==> src/sv/i2cm_pkg.sv <==
// ----------------------------------------------------------------------------
// i2cm_pkg
// Shared types and constants for the I2C master line engine.
// ----------------------------------------------------------------------------
`default_nettype none

package i2cm_pkg;

    localparam int unsigned EDGE_HOLD_TICKS_DEF = 4;
    localparam int unsigned BIT_PHASE_TICKS_DEF = 2;

    localparam int unsigned DLY_W     = 4;   // hold counters up to 15 ticks
    localparam int unsigned BYTE_W    = 8;
    localparam int unsigned BCNT_W    = 4;
    localparam int unsigned OPCODE_W  = 3;

    localparam logic [BYTE_W-1:0] ACK_TIMEOUT_RST = 8'd250;
    localparam logic [BCNT_W-1:0] BITS_PER_BYTE   = 4'd8;

    typedef enum logic [OPCODE_W-1:0] {
        OP_START = 3'd0,
        OP_STOP  = 3'd1,
        OP_WRITE = 3'd2,
        OP_READ  = 3'd3,
        OP_WACK  = 3'd4
    } t_opcode;

    typedef enum logic [3:0] {
        PH_IDLE,
        PH_ST_A,
        PH_ST_B,
        PH_SP_A,
        PH_SP_B,
        PH_W_DATA,
        PH_W_HIGH,
        PH_W_LOW,
        PH_R_LOW,
        PH_R_HIGH,
        PH_K_LOW,
        PH_K_HIGH,
        PH_A_REL,
        PH_A_RISE,
        PH_A_POLL
    } t_phase;

    typedef struct packed {
        logic                cmd_valid;
        logic [OPCODE_W-1:0] opcode;
        logic [BYTE_W-1:0]   write_byte;
        logic                send_ack;
        logic                sda_sample;
    } t_tick;

    typedef struct packed {
        logic              ack_missing;
        logic [BYTE_W-1:0] read_data;
        logic              done_res;
        logic              busy_res;
        logic              sda_drive;
        logic              sda_level;
        logic              scl_level;
    } t_result;

endpackage : i2cm_pkg

`default_nettype wire

==> src/sv/i2cm_core.sv <==
// ----------------------------------------------------------------------------
// i2cm_core
// Bus sequencer: holds the engine state and works out one tick per step.
// ----------------------------------------------------------------------------
`default_nettype none

module i2cm_core
    import i2cm_pkg::*;
#(
    parameter int unsigned EDGE_HOLD_TICKS = EDGE_HOLD_TICKS_DEF,
    parameter int unsigned BIT_PHASE_TICKS = BIT_PHASE_TICKS_DEF
) (
    input  wire logic              i_clk,
    input  wire logic              i_rst_n,
    input  wire logic              i_step,
    input  wire t_tick             i_tick,
    input  wire logic [BYTE_W-1:0] i_ack_timeout,
    output t_result                o_result
);

    localparam logic [DLY_W-1:0] EDGE_HOLD = DLY_W'(EDGE_HOLD_TICKS - 1);
    localparam logic [DLY_W-1:0] BIT_HOLD  = DLY_W'(BIT_PHASE_TICKS - 1);

    t_phase              r_phase,      n_phase;
    logic [BCNT_W-1:0]   r_bit_count,  n_bit_count;
    logic [BYTE_W-1:0]   r_shift,      n_shift;
    logic [DLY_W-1:0]    r_delay,      n_delay;
    logic [BYTE_W-1:0]   r_poll_count, n_poll_count;
    logic                r_scl,        n_scl;
    logic                r_sda,        n_sda;
    logic                r_drv,        n_drv;
    logic                r_ack_choice, n_ack_choice;
    logic [BYTE_W-1:0]   r_rx_byte,    n_rx_byte;
    logic                r_ack_miss,   n_ack_miss;

    logic                done;
    logic                do_poll;
    logic [BYTE_W-1:0]   poll_base;
    logic [BCNT_W-1:0]   bc_inc;

    always_ff @(posedge i_clk) begin
        if (!i_rst_n) begin
            r_phase      <= PH_IDLE;
            r_bit_count  <= '0;
            r_shift      <= '0;
            r_delay      <= '0;
            r_poll_count <= '0;
            r_scl        <= 1'b1;
            r_sda        <= 1'b1;
            r_drv        <= 1'b1;
            r_ack_choice <= 1'b0;
            r_rx_byte    <= '0;
            r_ack_miss   <= 1'b0;
        end else if (i_step) begin
            r_phase      <= n_phase;
            r_bit_count  <= n_bit_count;
            r_shift      <= n_shift;
            r_delay      <= n_delay;
            r_poll_count <= n_poll_count;
            r_scl        <= n_scl;
            r_sda        <= n_sda;
            r_drv        <= n_drv;
            r_ack_choice <= n_ack_choice;
            r_rx_byte    <= n_rx_byte;
            r_ack_miss   <= n_ack_miss;
        end
    end

    always_comb begin
        n_phase      = r_phase;
        n_bit_count  = r_bit_count;
        n_shift      = r_shift;
        n_delay      = r_delay;
        n_poll_count = r_poll_count;
        n_scl        = r_scl;
        n_sda        = r_sda;
        n_drv        = r_drv;
        n_ack_choice = r_ack_choice;
        n_rx_byte    = r_rx_byte;
        n_ack_miss   = r_ack_miss;
        done         = 1'b0;
        do_poll      = 1'b0;
        poll_base    = r_poll_count;
        bc_inc       = r_bit_count + 1'b1;

        if (r_phase == PH_IDLE) begin
            if (i_tick.cmd_valid) begin
                case (t_opcode'(i_tick.opcode))
                    OP_START: begin
                        n_drv   = 1'b1;
                        n_sda   = 1'b1;
                        n_scl   = 1'b1;
                        n_phase = PH_ST_A;
                        n_delay = EDGE_HOLD;
                    end
                    OP_STOP: begin
                        n_drv   = 1'b1;
                        n_scl   = 1'b0;
                        n_sda   = 1'b0;
                        n_phase = PH_SP_A;
                        n_delay = EDGE_HOLD;
                    end
                    OP_WRITE: begin
                        n_drv       = 1'b1;
                        n_scl       = 1'b0;
                        n_bit_count = '0;
                        n_sda       = i_tick.write_byte[BYTE_W-1];
                        n_shift     = {i_tick.write_byte[BYTE_W-2:0], 1'b0};
                        n_phase     = PH_W_DATA;
                        n_delay     = BIT_HOLD;
                    end
                    OP_READ: begin
                        n_drv        = 1'b0;
                        n_scl        = 1'b0;
                        n_ack_choice = i_tick.send_ack;
                        n_shift      = '0;
                        n_bit_count  = '0;
                        n_phase      = PH_R_LOW;
                        n_delay      = BIT_HOLD;
                    end
                    OP_WACK: begin
                        n_drv   = 1'b0;
                        n_sda   = 1'b1;
                        n_phase = PH_A_REL;
                        n_delay = '0;
                    end
                    default: begin
                        n_phase = PH_IDLE;
                    end
                endcase
            end
        end else if (r_phase == PH_A_POLL) begin
            do_poll = 1'b1;
        end else if (r_delay != '0) begin
            n_delay = r_delay - 1'b1;
        end else begin
            case (r_phase)
                PH_ST_A: begin
                    n_sda   = 1'b0;
                    n_phase = PH_ST_B;
                    n_delay = EDGE_HOLD;
                end
                PH_ST_B: begin
                    n_scl   = 1'b0;
                    n_phase = PH_IDLE;
                    done    = 1'b1;
                end
                PH_SP_A: begin
                    n_scl   = 1'b1;
                    n_sda   = 1'b1;
                    n_phase = PH_SP_B;
                    n_delay = EDGE_HOLD;
                end
                PH_SP_B: begin
                    n_phase = PH_IDLE;
                    done    = 1'b1;
                end
                PH_W_DATA: begin
                    n_scl   = 1'b1;
                    n_phase = PH_W_HIGH;
                    n_delay = BIT_HOLD;
                end
                PH_W_HIGH: begin
                    n_scl   = 1'b0;
                    n_phase = PH_W_LOW;
                    n_delay = BIT_HOLD;
                end
                PH_W_LOW: begin
                    n_bit_count = bc_inc;
                    if (bc_inc >= BITS_PER_BYTE) begin
                        n_phase = PH_IDLE;
                        done    = 1'b1;
                    end else begin
                        n_sda   = r_shift[BYTE_W-1];
                        n_shift = {r_shift[BYTE_W-2:0], 1'b0};
                        n_phase = PH_W_DATA;
                        n_delay = BIT_HOLD;
                    end
                end
                PH_R_LOW: begin
                    n_scl       = 1'b1;
                    n_shift     = {r_shift[BYTE_W-2:0], i_tick.sda_sample};
                    n_bit_count = bc_inc;
                    n_phase     = PH_R_HIGH;
                    n_delay     = '0;
                end
                PH_R_HIGH: begin
                    n_scl = 1'b0;
                    if (r_bit_count >= BITS_PER_BYTE) begin
                        n_rx_byte = r_shift;
                        n_drv     = 1'b1;
                        n_sda     = ~r_ack_choice;
                        n_phase   = PH_K_LOW;
                    end else begin
                        n_phase   = PH_R_LOW;
                    end
                    n_delay = BIT_HOLD;
                end
                PH_K_LOW: begin
                    n_scl   = 1'b1;
                    n_phase = PH_K_HIGH;
                    n_delay = BIT_HOLD;
                end
                PH_K_HIGH: begin
                    n_scl   = 1'b0;
                    n_phase = PH_IDLE;
                    done    = 1'b1;
                end
                PH_A_REL: begin
                    n_scl   = 1'b1;
                    n_phase = PH_A_RISE;
                    n_delay = '0;
                end
                PH_A_RISE: begin
                    // first poll happens on the tick after the rising edge
                    do_poll   = 1'b1;
                    poll_base = '0;
                end
                default: begin
                    n_phase = PH_IDLE;
                end
            endcase
        end

        if (do_poll) begin
            if (!i_tick.sda_sample) begin
                n_scl      = 1'b0;
                n_ack_miss = 1'b0;
                n_phase    = PH_IDLE;
                done       = 1'b1;
            end else if (poll_base == i_ack_timeout) begin
                // no acknowledge: give up and release the bus with a stop
                n_ack_miss   = 1'b1;
                n_scl        = 1'b0;
                n_sda        = 1'b0;
                n_drv        = 1'b1;
                n_poll_count = poll_base;
                n_phase      = PH_SP_A;
                n_delay      = EDGE_HOLD;
            end else begin
                n_poll_count = poll_base + 1'b1;
                n_phase      = PH_A_POLL;
            end
        end
    end

    always_comb begin
        o_result.scl_level   = n_scl;
        o_result.sda_level   = n_sda;
        o_result.sda_drive   = n_drv;
        o_result.busy_res    = (n_phase != PH_IDLE);
        o_result.done_res    = done;
        o_result.read_data   = n_rx_byte;
        o_result.ack_missing = n_ack_miss;
    end

endmodule : i2cm_core

`default_nettype wire

==> src/sv/i2c_master_bit_engine.sv <==
// path: a tick's result reaches the master side through the input register and
//   then the result register, which takes it once the result side has room
// throughput: one tick per cycle, the input and result registers both advance
//   in the same cycle while the result side takes data
// reset: synchronous active-low; bus lines come up released high and driven,
//   engine idle, ack timeout 250
// ----------------------------------------------------------------------------
// i2c_master_bit_engine
// I2C master line engine: one tick in, one set of bus levels and flags out.
// ----------------------------------------------------------------------------
`default_nettype none

module i2c_master_bit_engine
    import i2cm_pkg::*;
#(
    parameter int unsigned EDGE_HOLD_TICKS = EDGE_HOLD_TICKS_DEF,
    parameter int unsigned BIT_PHASE_TICKS = BIT_PHASE_TICKS_DEF
) (
    input  wire logic        i_clk,
    input  wire logic        i_rst_n,
    // configuration: ack_timeout
    input  wire logic        i_cfg_valid,
    output logic             o_cfg_ready,
    input  wire logic [7:0]  i_cfg_data,
    // tick input
    input  wire logic        s_axis_tvalid,
    output logic             s_axis_tready,
    input  wire logic [15:0] s_axis_tdata,  // write_byte[7:0], send_ack, sda_sample, zero pad
    input  wire logic [3:0]  s_axis_tuser,  // cmd_valid, opcode[2:0]
    // result output
    output logic             m_axis_tvalid,
    input  wire logic        m_axis_tready,
    output logic [15:0]      m_axis_tdata   // scl_level, sda_level, sda_drive, busy_res,
                                            // done_res, read_data[7:0], ack_missing, zero pad
);

    logic [BYTE_W-1:0] r_ack_timeout;
    logic              r_in_valid;
    t_tick             r_in;
    logic              r_out_valid;
    t_result           r_out;
    t_result           result;
    logic              step;

    assign o_cfg_ready = 1'b1;

    always_ff @(posedge i_clk) begin
        if (!i_rst_n) begin
            r_ack_timeout <= ACK_TIMEOUT_RST;
        end else if (i_cfg_valid) begin
            r_ack_timeout <= i_cfg_data;
        end
    end

    assign step          = r_in_valid && (!r_out_valid || m_axis_tready);
    assign s_axis_tready = !r_in_valid || step;

    always_ff @(posedge i_clk) begin
        if (!i_rst_n) begin
            r_in_valid <= 1'b0;
        end else if (s_axis_tready) begin
            r_in_valid <= s_axis_tvalid;
        end
    end

    always_ff @(posedge i_clk) begin
        if (s_axis_tready && s_axis_tvalid) begin
            r_in.cmd_valid  <= s_axis_tuser[0];
            r_in.opcode     <= s_axis_tuser[3:1];
            r_in.write_byte <= s_axis_tdata[7:0];
            r_in.send_ack   <= s_axis_tdata[8];
            r_in.sda_sample <= s_axis_tdata[9];
        end
    end

    i2cm_core #(
        .EDGE_HOLD_TICKS (EDGE_HOLD_TICKS),
        .BIT_PHASE_TICKS (BIT_PHASE_TICKS)
    ) u_core (
        .i_clk         (i_clk),
        .i_rst_n       (i_rst_n),
        .i_step        (step),
        .i_tick        (r_in),
        .i_ack_timeout (r_ack_timeout),
        .o_result      (result)
    );

    always_ff @(posedge i_clk) begin
        if (!i_rst_n) begin
            r_out_valid <= 1'b0;
        end else if (!r_out_valid || m_axis_tready) begin
            r_out_valid <= r_in_valid;
        end
    end

    always_ff @(posedge i_clk) begin
        if (step) begin
            r_out <= result;
        end
    end

    assign m_axis_tvalid = r_out_valid;
    assign m_axis_tdata  = {2'b00,
                            r_out.ack_missing,
                            r_out.read_data,
                            r_out.done_res,
                            r_out.busy_res,
                            r_out.sda_drive,
                            r_out.sda_level,
                            r_out.scl_level};

endmodule : i2c_master_bit_engine

`default_nettype wire

==> config.mk <==
export PLATFORM = sky130hd
export DESIGN_NAME = i2c_master_bit_engine
export DESIGN_NICKNAME = d
export VERILOG_FILES = /design/src/sv/i2cm_pkg.sv /design/src/sv/i2cm_core.sv /design/src/sv/i2c_master_bit_engine.sv
export SDC_FILE = /design/constraint.sdc
export NUM_CORES = 1
export LEC_CHECK = 0
export BUFFER_PORTS_ARGS = -buffer_cell sky130_fd_sc_hd__buf_2
export CORE_ASPECT_RATIO = 1.2
export CORE_UTILIZATION = 55
export DETAILED_ROUTE_END_ITERATION = 6
export PLACE_DENSITY = 0.8
export SYNTH_ARGS = -nofsm -noshare
export SYNTH_HDL_FRONTEND = slang
export SYNTH_SLANG_ARGS = --single-unit
==> constraint.sdc <==
create_clock -name i_clk -period 6.2 [get_ports i_clk]
set_clock_uncertainty 0.1 [all_clocks]
set_input_delay 0.62 -clock i_clk [delete_from_list [all_inputs] [get_ports i_clk]]
set_output_delay 0.62 -clock i_clk [all_outputs]
set_load 0.01 [all_outputs]
==> run metrics, run 1 <==
P&R area growth vs syn 7.91%; largest net degree at the start of global routing 41; initial core utilization 58.1%; placed cell areas 0.00446 mm²; residual overflow from global routing 0; Critical Path AT 3.55 ns; cts hold-fix bufs 0; WL/cell 16.3 µm; yosys warns 0; final core utilization 62.7%; die area 0.00818 mm²; Fmax 283 MHz; Post-Synthesis Cells 481; most used flip-flop cell after synthesis dfxtp_1; post-DR vias/cell 6.26; IO Pins 52; worst skew pair latency 0.37 ns; vias in the first global route 3479; Crit Reg-Reg Startpoint u_core.r_phase[2]$_SDFFE_PN0P_; TritonCTS clock tree done; FF-to-FF path depth 6; Crit. End Element flop; hold path startpoint s_axis_tdata[3]; post-synthesis register bit count 79; layout cell share with drive strength beyond 1 14.5%; Static Leakage 1.72 nW; Reg power frac 54.1%; filler instances 630; Crit Path Class reg2reg; die height 98.9 µm; RSZ-0062 raised after global routing false; overall routing resource usage 25.8%; Hold Path Sink r_in[5]$_DFFE_PP_; routed via count 3712; Cell Int Power 0.000765 W; Worst Max-Slew Pin Slew 0.918 ns; post-CTS setup buffers 0; worst hold path type in2reg; pre-CTS WS 2.81 ns; drt pass-1 iters 5; Hold Vio Cnt, Final 0; leading cell type in the layout, fill and taps excluded dfxtp_1; slew margin rel. 38.6%; status complete, no violations; Final #Nets 536; Cell Area, Synth 0.00430 mm²; hpwl dp 6450 µm; Detail Route Antenna Nets 0; first-pass GRT wire length 16100 µm; GP Congestion 0.907; fin crit share 56.9%; row cnt 34; n_diodes 0; CTS Buffer Depth 2; EDFF count, synth 28; Avg Inst Size Synth 8.95 µm²; sequential share of the synthesized area 43.3%; cts bufs inserted 9; root buffer cell clkbuf_8; H-tree depth 3; Sum Neg Setup Slack 0 ns; pwr/cell area 232 mW/mm²; post-route cell area 0.00464 mm²; Async S/R FF share, synth 0%; Final min period 3.53 ns; Clk pwr share 33.3%; NetSw 0.000311 W; CTS clock-pin slew for the worst setup and hold paths 0.09 ns; Max-cap violations 0; CORE AREA 0.00740 mm²; Final Slew Violations 0; Cell variety after synth 66; combinational share of power 12.6%; Routed WL 9680 µm; reg-to-reg slack, setup 2.67 ns; Die X 82.7 µm; startpoint types flop; worst IR drop on VDD 0.217 mV; IO buf count 42; endpoints failing setup 0; Crit path required time 6.22 ns; 1st-iter DRT viols 424; setup ws final 2.67 ns; CTS Sinks 79; Post-CTS Resized 0; initial antenna violation count 0; most frequent cells in the layout dfxtp_1, nand2_1, nor2_1, buf_2, a21oi_1; Worst R2R End m_axis_tdata[2]$_DFFE_PP_; critical-path maximum fanout 27; Hold Crit Depth 1; switch share 28.9%; DRC viols 0
[cells in the mapped netlist (3+ instances only)]
cell type	instances	area (µm²)
nand3_1	18	90.1
o221ai_1	3	26.3
mux2_1	8	90.1
inv_1	8	30.0
a21o_1	3	22.5
nor4bb_1	5	50.1
or3_1	3	18.8
o21ai_0	22	110
dfxtp_1	51	1020
ha_1	5	62.6
a221oi_1	11	96.3
clkbuf_1	27	101
o31ai_1	3	22.5
nand2b_1	4	25.0
xnor2_1	10	87.6
and3_1	7	43.8
and2_1	5	31.3
a21oi_1	33	165
edfxtp_1	28	841
buf_4	3	22.5
a31oi_1	8	50.1
nand2_1	49	184
nor3_1	18	90.1
o32ai_2	4	65.1
buf_6	3	33.8
nor2_1	42	158
nand4_1	9	56.3
mux2i_1	14	140
a22oi_1	4	30.0
a211oi_1	4	30.0
o221a_1	3	33.8
buf_2	9	45.0
nor2b_1	13	81.3
[registers in the layout, indices dropped and copies added (netlist names)]
name,cells
r_in_valid,1
u_core.r_drv,1
u_core.r_rx_byte,8
u_core.r_ack_choice,1
r_in,14
u_core.r_sda,1
u_core.r_poll_count,8
m_axis_tdata,14
u_core.r_phase,4
r_ack_timeout,8
u_core.r_shift,8
u_core.r_scl,1
u_core.r_bit_count,4
u_core.r_ack_miss,1
m_axis_tvalid,1
u_core.r_delay,4
[kinds of logic after synthesis]
group | synth area share, %
AND/OR/NAND/NOR | 22.0
multiplexers | 5.87
other | 0.175
flip-flops | 43.3
buffers and inverters | 5.67
XOR/XNOR | 2.24
AO/OA/AOI/OAI | 19.3
adder cells (fa/ha/maj) | 1.45
[power by group through the flow]
stage	combinational (W)	sequential, W	clock, W
after floorplan	0.000103	0.000585	0
after global placement	0.000131	0.000592	0
after detailed placement	0.000134	0.000593	0
after CTS	0.000135	0.000581	0.000363
after global routing	0.000151	0.000585	0.000383
final	0.000136	0.000582	0.000359
[worst max-delay path, cell delays in order, from the launching register on]
cell and delay [ns]:
dfxtp_1 0.88, and4b_1 0.52, and2_1 0.40, o32ai_2 0.13, nand4_1 0.66, nor2_1 0.20, or3_1 0.38
[area by class of cell]
class / count / area (µm²) / share of cell area [%]
Multi-Input combinational cell: 350 / 2200 / 47.4
Inverter: 11 / 41.3 / 0.889
Sequential cell: 79 / 1860 / 40.1
Clock inverter: 7 / 55.1 / 1.19
Tap cell: 90 / 113 / 2.43
Clock buffer: 9 / 124 / 2.67
Timing Repair Buffer: 47 / 248 / 5.34
[stage by stage]
step	power, W	hold slack, ns	instances
5_1_grt	0.00112	0.312	593
2_1_floorplan	0.000688	0.332	482
6_report	0.00108	0.326	593
3_3_place_gp	0.000722	0.337	577
3_5_place_dp	0.000727	0.346	577
4_1_cts	0.00108	0.314	593
[how the worst max path moves through the flow]
stage / depth (start not counted) / slack (ns) / from / endpoint
after floorplan: 9 / 3.78 / u_core.r_delay[0]$_SDFFE_PN0P_ / m_axis_tdata[1]$_DFFE_PP_
after global routing: 6 / 2.50 / u_core.r_phase[2]$_SDFFE_PN0P_ / m_axis_tdata[2]$_DFFE_PP_
after detailed placement: 6 / 2.81 / u_core.r_phase[2]$_SDFFE_PN0P_ / m_axis_tdata[2]$_DFFE_PP_
final: 6 / 2.67 / u_core.r_phase[2]$_SDFFE_PN0P_ / m_axis_tdata[2]$_DFFE_PP_
after global placement: 6 / 2.86 / u_core.r_phase[2]$_SDFFE_PN0P_ / m_axis_tdata[2]$_DFFE_PP_
after CTS: 6 / 2.73 / u_core.r_phase[2]$_SDFFE_PN0P_ / m_axis_tdata[2]$_DFFE_PP_
[metal layers]
metal  GRT usage, %  vias to the layer above  part of all wire [%]
li1               -                     1793                     -
met1           32.4                     1753                    43
met2           41.9                      150                    50
met3           5.28                       16                   5.5
met4           11.5                        0                   2.1
met5              0                        -                     0
No activity file was read; power rests on OpenSTA's default activity.
==> run 2, diff against run 1 <==
Clock period 6.2 ns to 3.25 ns, I/O delays scaled along.
==> run 2 against run 1 <==
Clock power is 130% higher. Combinational power is 100% higher. Largest cell class unchanged. Utilization rose by 1.4 points. Die area unchanged. Power increased by 110%. Fmax rose by 29%. Routed wire length rose by 5.9%. Sequential cell count unchanged. Sequential share of layout area decreased by 0.90 points.
==> run metrics, run 2 (synthesis results as in run 1) <==
Sum Neg Setup Slack 0 ns (unchanged); hpwl dp 7050 µm (+9.2%); first-pass GRT wire length 16800 µm (+4.3%); WL/cell 17.1 µm (+4.4%); filler instances 631 (+0.16%); P&R area growth vs syn 10.4%; post-CTS setup buffers 0 (unchanged); Crit. End Element flop; placed cells 585 (+1.4%); slew margin rel. 56.3% (+18 points); TritonCTS clock tree done; layout cell share with drive strength beyond 1 15.9% (+1.3 points); IO buf count 42 (unchanged); CTS clock-pin slew for the worst setup and hold paths 0.09 ns (about the same); pwr/cell area 465 mW/mm² (+100%); placed cell areas 0.00452 mm² (+1.3%); overall routing resource usage 26.9% (+1.1 points); CTS Buffer Depth 2 (unchanged); Final Slew Violations 0 (unchanged); Final min period 2.73 ns (-0.796 ns); Worst Max-Slew Pin Slew 0.656 ns (-0.262 ns); die height 98.9 µm (unchanged); cts hold-fix bufs 0 (unchanged); sequence of cells on the critical path inv_1, ha_1, nor3b_2, buf_4, mux2_2, nand4_1, a221oi_1, nor3_1; slowest cell delay on critical path 0.46 ns (-0.42 ns); Register Area 0.00186 mm² (unchanged); post-DR vias/cell 6.34 (+1.4%); GP Congestion 0.900 (-0.85%); worst IR drop on VDD 0.371 mV (+70%); status complete, no violations; RSZ-0062 raised after global routing false; startpoint types flop; Fmax 366 MHz (+29%); die area 0.00818 mm² (unchanged); H-tree depth 3 (unchanged); initial antenna violation count 0 (unchanged); Slowest cell on crit path nand4_1; n_diodes 0 (unchanged); post-route cell area 0.00475 mm² (+2.3%); Post-CTS Resized 0 (unchanged); IO Pins 52 (unchanged); fin crit share 84.1% (+27 points); row cnt 34 (unchanged); 1st-iter DRT viols 400 (-5.7%); area of the multi-input gates 0.00220 mm² (unchanged); cts bufs inserted 9 (unchanged); endpoints failing setup 0 (unchanged); most frequent cells in the layout dfxtp_1, nand2_1, nor2_1, buf_2, a21oi_1; root buffer cell clkbuf_8; Max-cap violations 0 (unchanged); Fin Hold WS 0.0299 ns (-0.296 ns); largest net degree at the start of global routing 38 (-7.3%); Crit Path Class reg2reg; final core utilization 64.2% (+1.4 points); drt pass-1 iters 5 (unchanged); worst hold path type in2reg; vias in the first global route 3522 (+1.2%); DRC viols 0 (unchanged); routed via count 3813 (+2.7%); residual overflow from global routing 0 (unchanged); CORE AREA 0.00740 mm² (unchanged); fin cells 601 (+1.3%); Hold Vio Cnt, Final 0 (unchanged); Routed WL 10300 µm (+5.9%); Static Leakage 1.78 nW (+3.4%); initial core utilization 58.1% (unchanged); leading cell type in the layout, fill and taps excluded dfxtp_1; Critical Path AT 2.85 ns (-0.70 ns); Die X 82.7 µm (unchanged); worst skew pair latency 0.36 ns (about the same); critical-path maximum fanout 16 (-41%); CTS Sinks 79 (unchanged); Detail Route Antenna Nets 0 (unchanged); Final #Nets 544 (+1.5%); Crit path required time 3.37 ns (-2.85 ns)
## run 2: changes by cell type in the layout (fill, tap and decap cells not counted), sizes merged
cell,change
buf,+8
bufinv,+2
clkinv,-1
inv,-1
## run 2: power by group
part	leakage (nW)	internal [W]	switching (W)	total, W
clock	0.114	0.000442	0.000387	0.000829
sequential	0.684	0.00107	0.0000399	0.00111
combinational	0.978	0.000110	0.000163	0.000273
total	1.78	0.00162	0.000590	0.00221
## run 2: worst paths after layout
kind | from | to | slack [ns] | cells past startpoint
worst max-delay path | u_core.r_delay[0]$_SDFFE_PN0P_ | u_core.r_shift[3]$_SDFFE_PN0P_ | 0.52 | 8
worst min-delay path | s_axis_tdata[3] | r_in[5]$_DFFE_PP_ | 0.03 | 1
worst max register to register | u_core.r_delay[0]$_SDFFE_PN0P_ | u_core.r_shift[3]$_SDFFE_PN0P_ | 0.52 | 8
worst min register to register | u_core.r_rx_byte[7]$_SDFFE_PN0P_ | u_core.r_rx_byte[7]$_SDFFE_PN0P_ | 0.36 | 2
## run 2: critical path, delay by kind of cell, from the launching register on
kind	cells	cell delay, ns
compound gates	1	0.42
fa+ha+maj	1	0.17
buf+inv	2	0.44
simple gates	3	0.91
mux	1	0.19
flops	1	0.37
## run 2: cell type report
class	instances	share of cell area [%]
Inverter	11	0.869
Tap cell	90	2.37
Multi-Input combinational cell	350	46.3
Sequential cell	79	39.2
Clock inverter	7	2.13
Clock buffer	9	2.61
Timing Repair Buffer	55	6.48
## run 2: metal layers
| layer | track usage, % | vias up | routed length (µm) |
|---|---|---|---|
| met5 | 0 | - | 0 |
| met4 | 14.2 | 0 | 410 |
| met3 | 4.26 | 38 | 662 |
| met2 | 42.7 | 182 | 5000 |
| li1 | - | 1814 | - |
| met1 | 34.6 | 1779 | 4170 |
## run 2: through the flow
stage	total power, W	setup slack, ns
floorplan	0.00131	0.833
global placement	0.00139	0.638
detailed placement	0.00140	0.472
CTS	0.00221	0.495
global route	0.00229	0.272
finish	0.00221	0.516
==> run 3, diff against run 2 <==
Clock period 3.25 ns to 2.9 ns, I/O delays scaled along.
==> run 3 against run 2 <==
Final cell count is 2.3% higher. Fmax is 1.5% higher. Routed wire length is 1.1% higher. Power is 8.6% higher. Non-clock buffer count is 14 higher. Utilization is 1.4 points higher. Combinational power is 19% higher. Largest power group unchanged.
==> run metrics, run 3 (synthesis results as in run 1) <==
worst hold path type in2reg; TritonCTS clock tree done; vias in the first global route 3623 (+2.9%); reg-to-reg slack, setup 0.21 ns (-0.31 ns); Crit Reg-Reg Startpoint u_core.r_delay[0]$_SDFFE_PN0P_; CTS clock-pin slew for the worst setup and hold paths 0.08 ns (about the same); placed cell areas 0.00456 mm² (+0.83%); Static Leakage 1.83 nW (+3.0%); Final min period 2.69 ns (-0.0399 ns); WL/cell 16.8 µm (-1.2%); overall routing resource usage 27.1% (+0.18 points); Max-cap violations 0 (unchanged); leading cell type in the layout, fill and taps excluded dfxtp_1; worst skew pair latency 0.36 ns (about the same); RSZ-0062 raised after global routing false; Hold Crit Depth 1 (unchanged); Hold Path Sink r_in[1]$_DFFE_PP_; CTS Buffer Depth 2 (unchanged); die height 98.9 µm (unchanged); FF-to-FF path depth 8 (unchanged); worst IR drop on VDD 0.396 mV (+6.8%); most frequent cells in the layout dfxtp_1, nand2_1, nor2_1, buf_2, a21oi_1; Worst R2R End m_axis_tdata[1]$_DFFE_PP_; IO Pins 52 (unchanged); Crit. End Element flop; die area 0.00818 mm² (unchanged); 1st-iter DRT viols 414 (+3.5%); largest net degree at the start of global routing 38 (unchanged); post-DR vias/cell 6.24 (-1.6%); first-pass GRT wire length 16700 µm (-0.41%); DRC viols 0 (unchanged); layout cell share with drive strength beyond 1 16.6% (+0.72 points); initial core utilization 58.1% (unchanged); row cnt 34 (unchanged); IO buf count 42 (unchanged); Final Slew Violations 0 (unchanged); initial antenna violation count 0 (unchanged); startpoint types flop; drt pass-1 iters 5 (unchanged); Fin Hold WS 0.0185 ns (-0.0114 ns); slew margin rel. 55.5% (-0.73 points); status complete, no violations; Critical Path AT 2.69 ns (-0.16 ns); Detail Route Antenna Nets 0 (unchanged); H-tree depth 3 (unchanged); Final #Nets 558 (+2.6%); critical-path maximum fanout 7 (-9); fin crit share 92.9% (+8.8 points); n_diodes 0 (unchanged); CTS Sinks 79 (unchanged); root buffer cell clkbuf_8; Sum Neg Setup Slack 0 ns (unchanged); Hold Vio Cnt, Final 0 (unchanged); Crit path required time 2.89 ns (-0.48 ns); pwr/cell area 495 mW/mm² (+6.3%); GP Congestion 0.952 (+5.8%); filler instances 615 (-2.5%); P&R area growth vs syn 12.8%; hold path startpoint s_axis_tdata[8]; CP Launch Point u_core.r_delay[0]$_SDFFE_PN0P_; Fmax 371 MHz (+1.5%); CORE AREA 0.00740 mm² (unchanged); hpwl dp 7010 µm (-0.54%); Routed WL 10400 µm (+1.1%); post-route cell area 0.00485 mm² (+2.2%); endpoints failing setup 0 (unchanged); routed via count 3840 (+0.71%); cts bufs inserted 9 (unchanged); Post-CTS Resized 0 (unchanged); Worst Max-Slew Pin Slew 0.667 ns (+0.0109 ns); Crit Path Class reg2reg; residual overflow from global routing 0 (unchanged); Die X 82.7 µm (unchanged)
==> run 3: cell types whose count changed in the layout (fill, tap and decap cells not counted), sizes merged <==
cell / before / now
clkinv: 3 / 4
bufinv: 2 / 1
buf: 55 / 60
dlygate4sd3: 0 / 9
==> run 3: worst max path at each step <==
stage | endpoint | cells after the start | slack, ns
final | m_axis_tdata[1]$_DFFE_PP_ | 8 | 0.21
after global routing | m_axis_tdata[1]$_DFFE_PP_ | 8 | 0.003
after CTS | m_axis_tdata[1]$_DFFE_PP_ | 8 | 0.27
after detailed placement | m_axis_tdata[1]$_DFFE_PP_ | 8 | 0.26
after global placement | m_axis_tdata[1]$_DFFE_PP_ | 8 | 0.30
after floorplan | m_axis_tdata[1]$_DFFE_PP_ | 9 | 0.48
==> run 3: through the flow <==
stage	util, %	setup WS, ns	cells	power, W
2_1_floorplan	-	0.483	482	0.00147
3_3_place_gp	61.6	0.302	590	0.00156
3_5_place_dp	61.6	0.264	590	0.00157
4_1_cts	65.6	0.267	615	0.00241
5_1_grt	65.6	0.00306	615	0.00249
6_report	65.6	0.206	615	0.00240
==> run 3: metal layers <==
metal / global-route usage (%) / wire [µm] / up-vias
li1: - / - / 1836
met1: 33.7 / 4290 / 1789
met2: 43.7 / 5100 / 180
met3: 6.02 / 640 / 35
met4: 12.9 / 331 / 0
met5: 0 / 0 / -
==> run 3: what timing repair did <==
action / CTS / global route
hold endpoints to repair: 9 / 0
endpoints found under the setup margin: 0 / 0
setup buffers: 0 / 0
hold buffers: 9 / 0
==> run 3: power by group <==
part / internal, W / switching, W / total, W
Sequential: 0.00120 / 0.0000421 / 0.00124
Clock: 0.000408 / 0.000429 / 0.000837
Combinational: 0.000136 / 0.000188 / 0.000324
Total: 0.00174 / 0.000660 / 0.00240
==> run 3: critical path, stage by stage (launching register included) <==
cell and delay [ns]:
dfxtp_1 0.37, inv_1 0.13, ha_1 0.17, or3b_1 0.44, a211oi_1 0.35, o221ai_1 0.19
and2_1 0.19, o32ai_1 0.34, nor2_1 0.14
==> run 3: area by class of cell <==
| cell class | count | area [µm²] | area share, % |
|---|---|---|---|
| well taps | 90 | 113 | 2.32 |
| inverters | 11 | 41.3 | 0.851 |
| clock buffers | 9 | 124 | 2.55 |
| clock inverters | 7 | 77.6 | 1.60 |
| flip-flops and latches | 79 | 1860 | 38.4 |
| multi-input cells | 350 | 2200 | 45.3 |
| repair buffers | 69 | 435 | 8.97 |
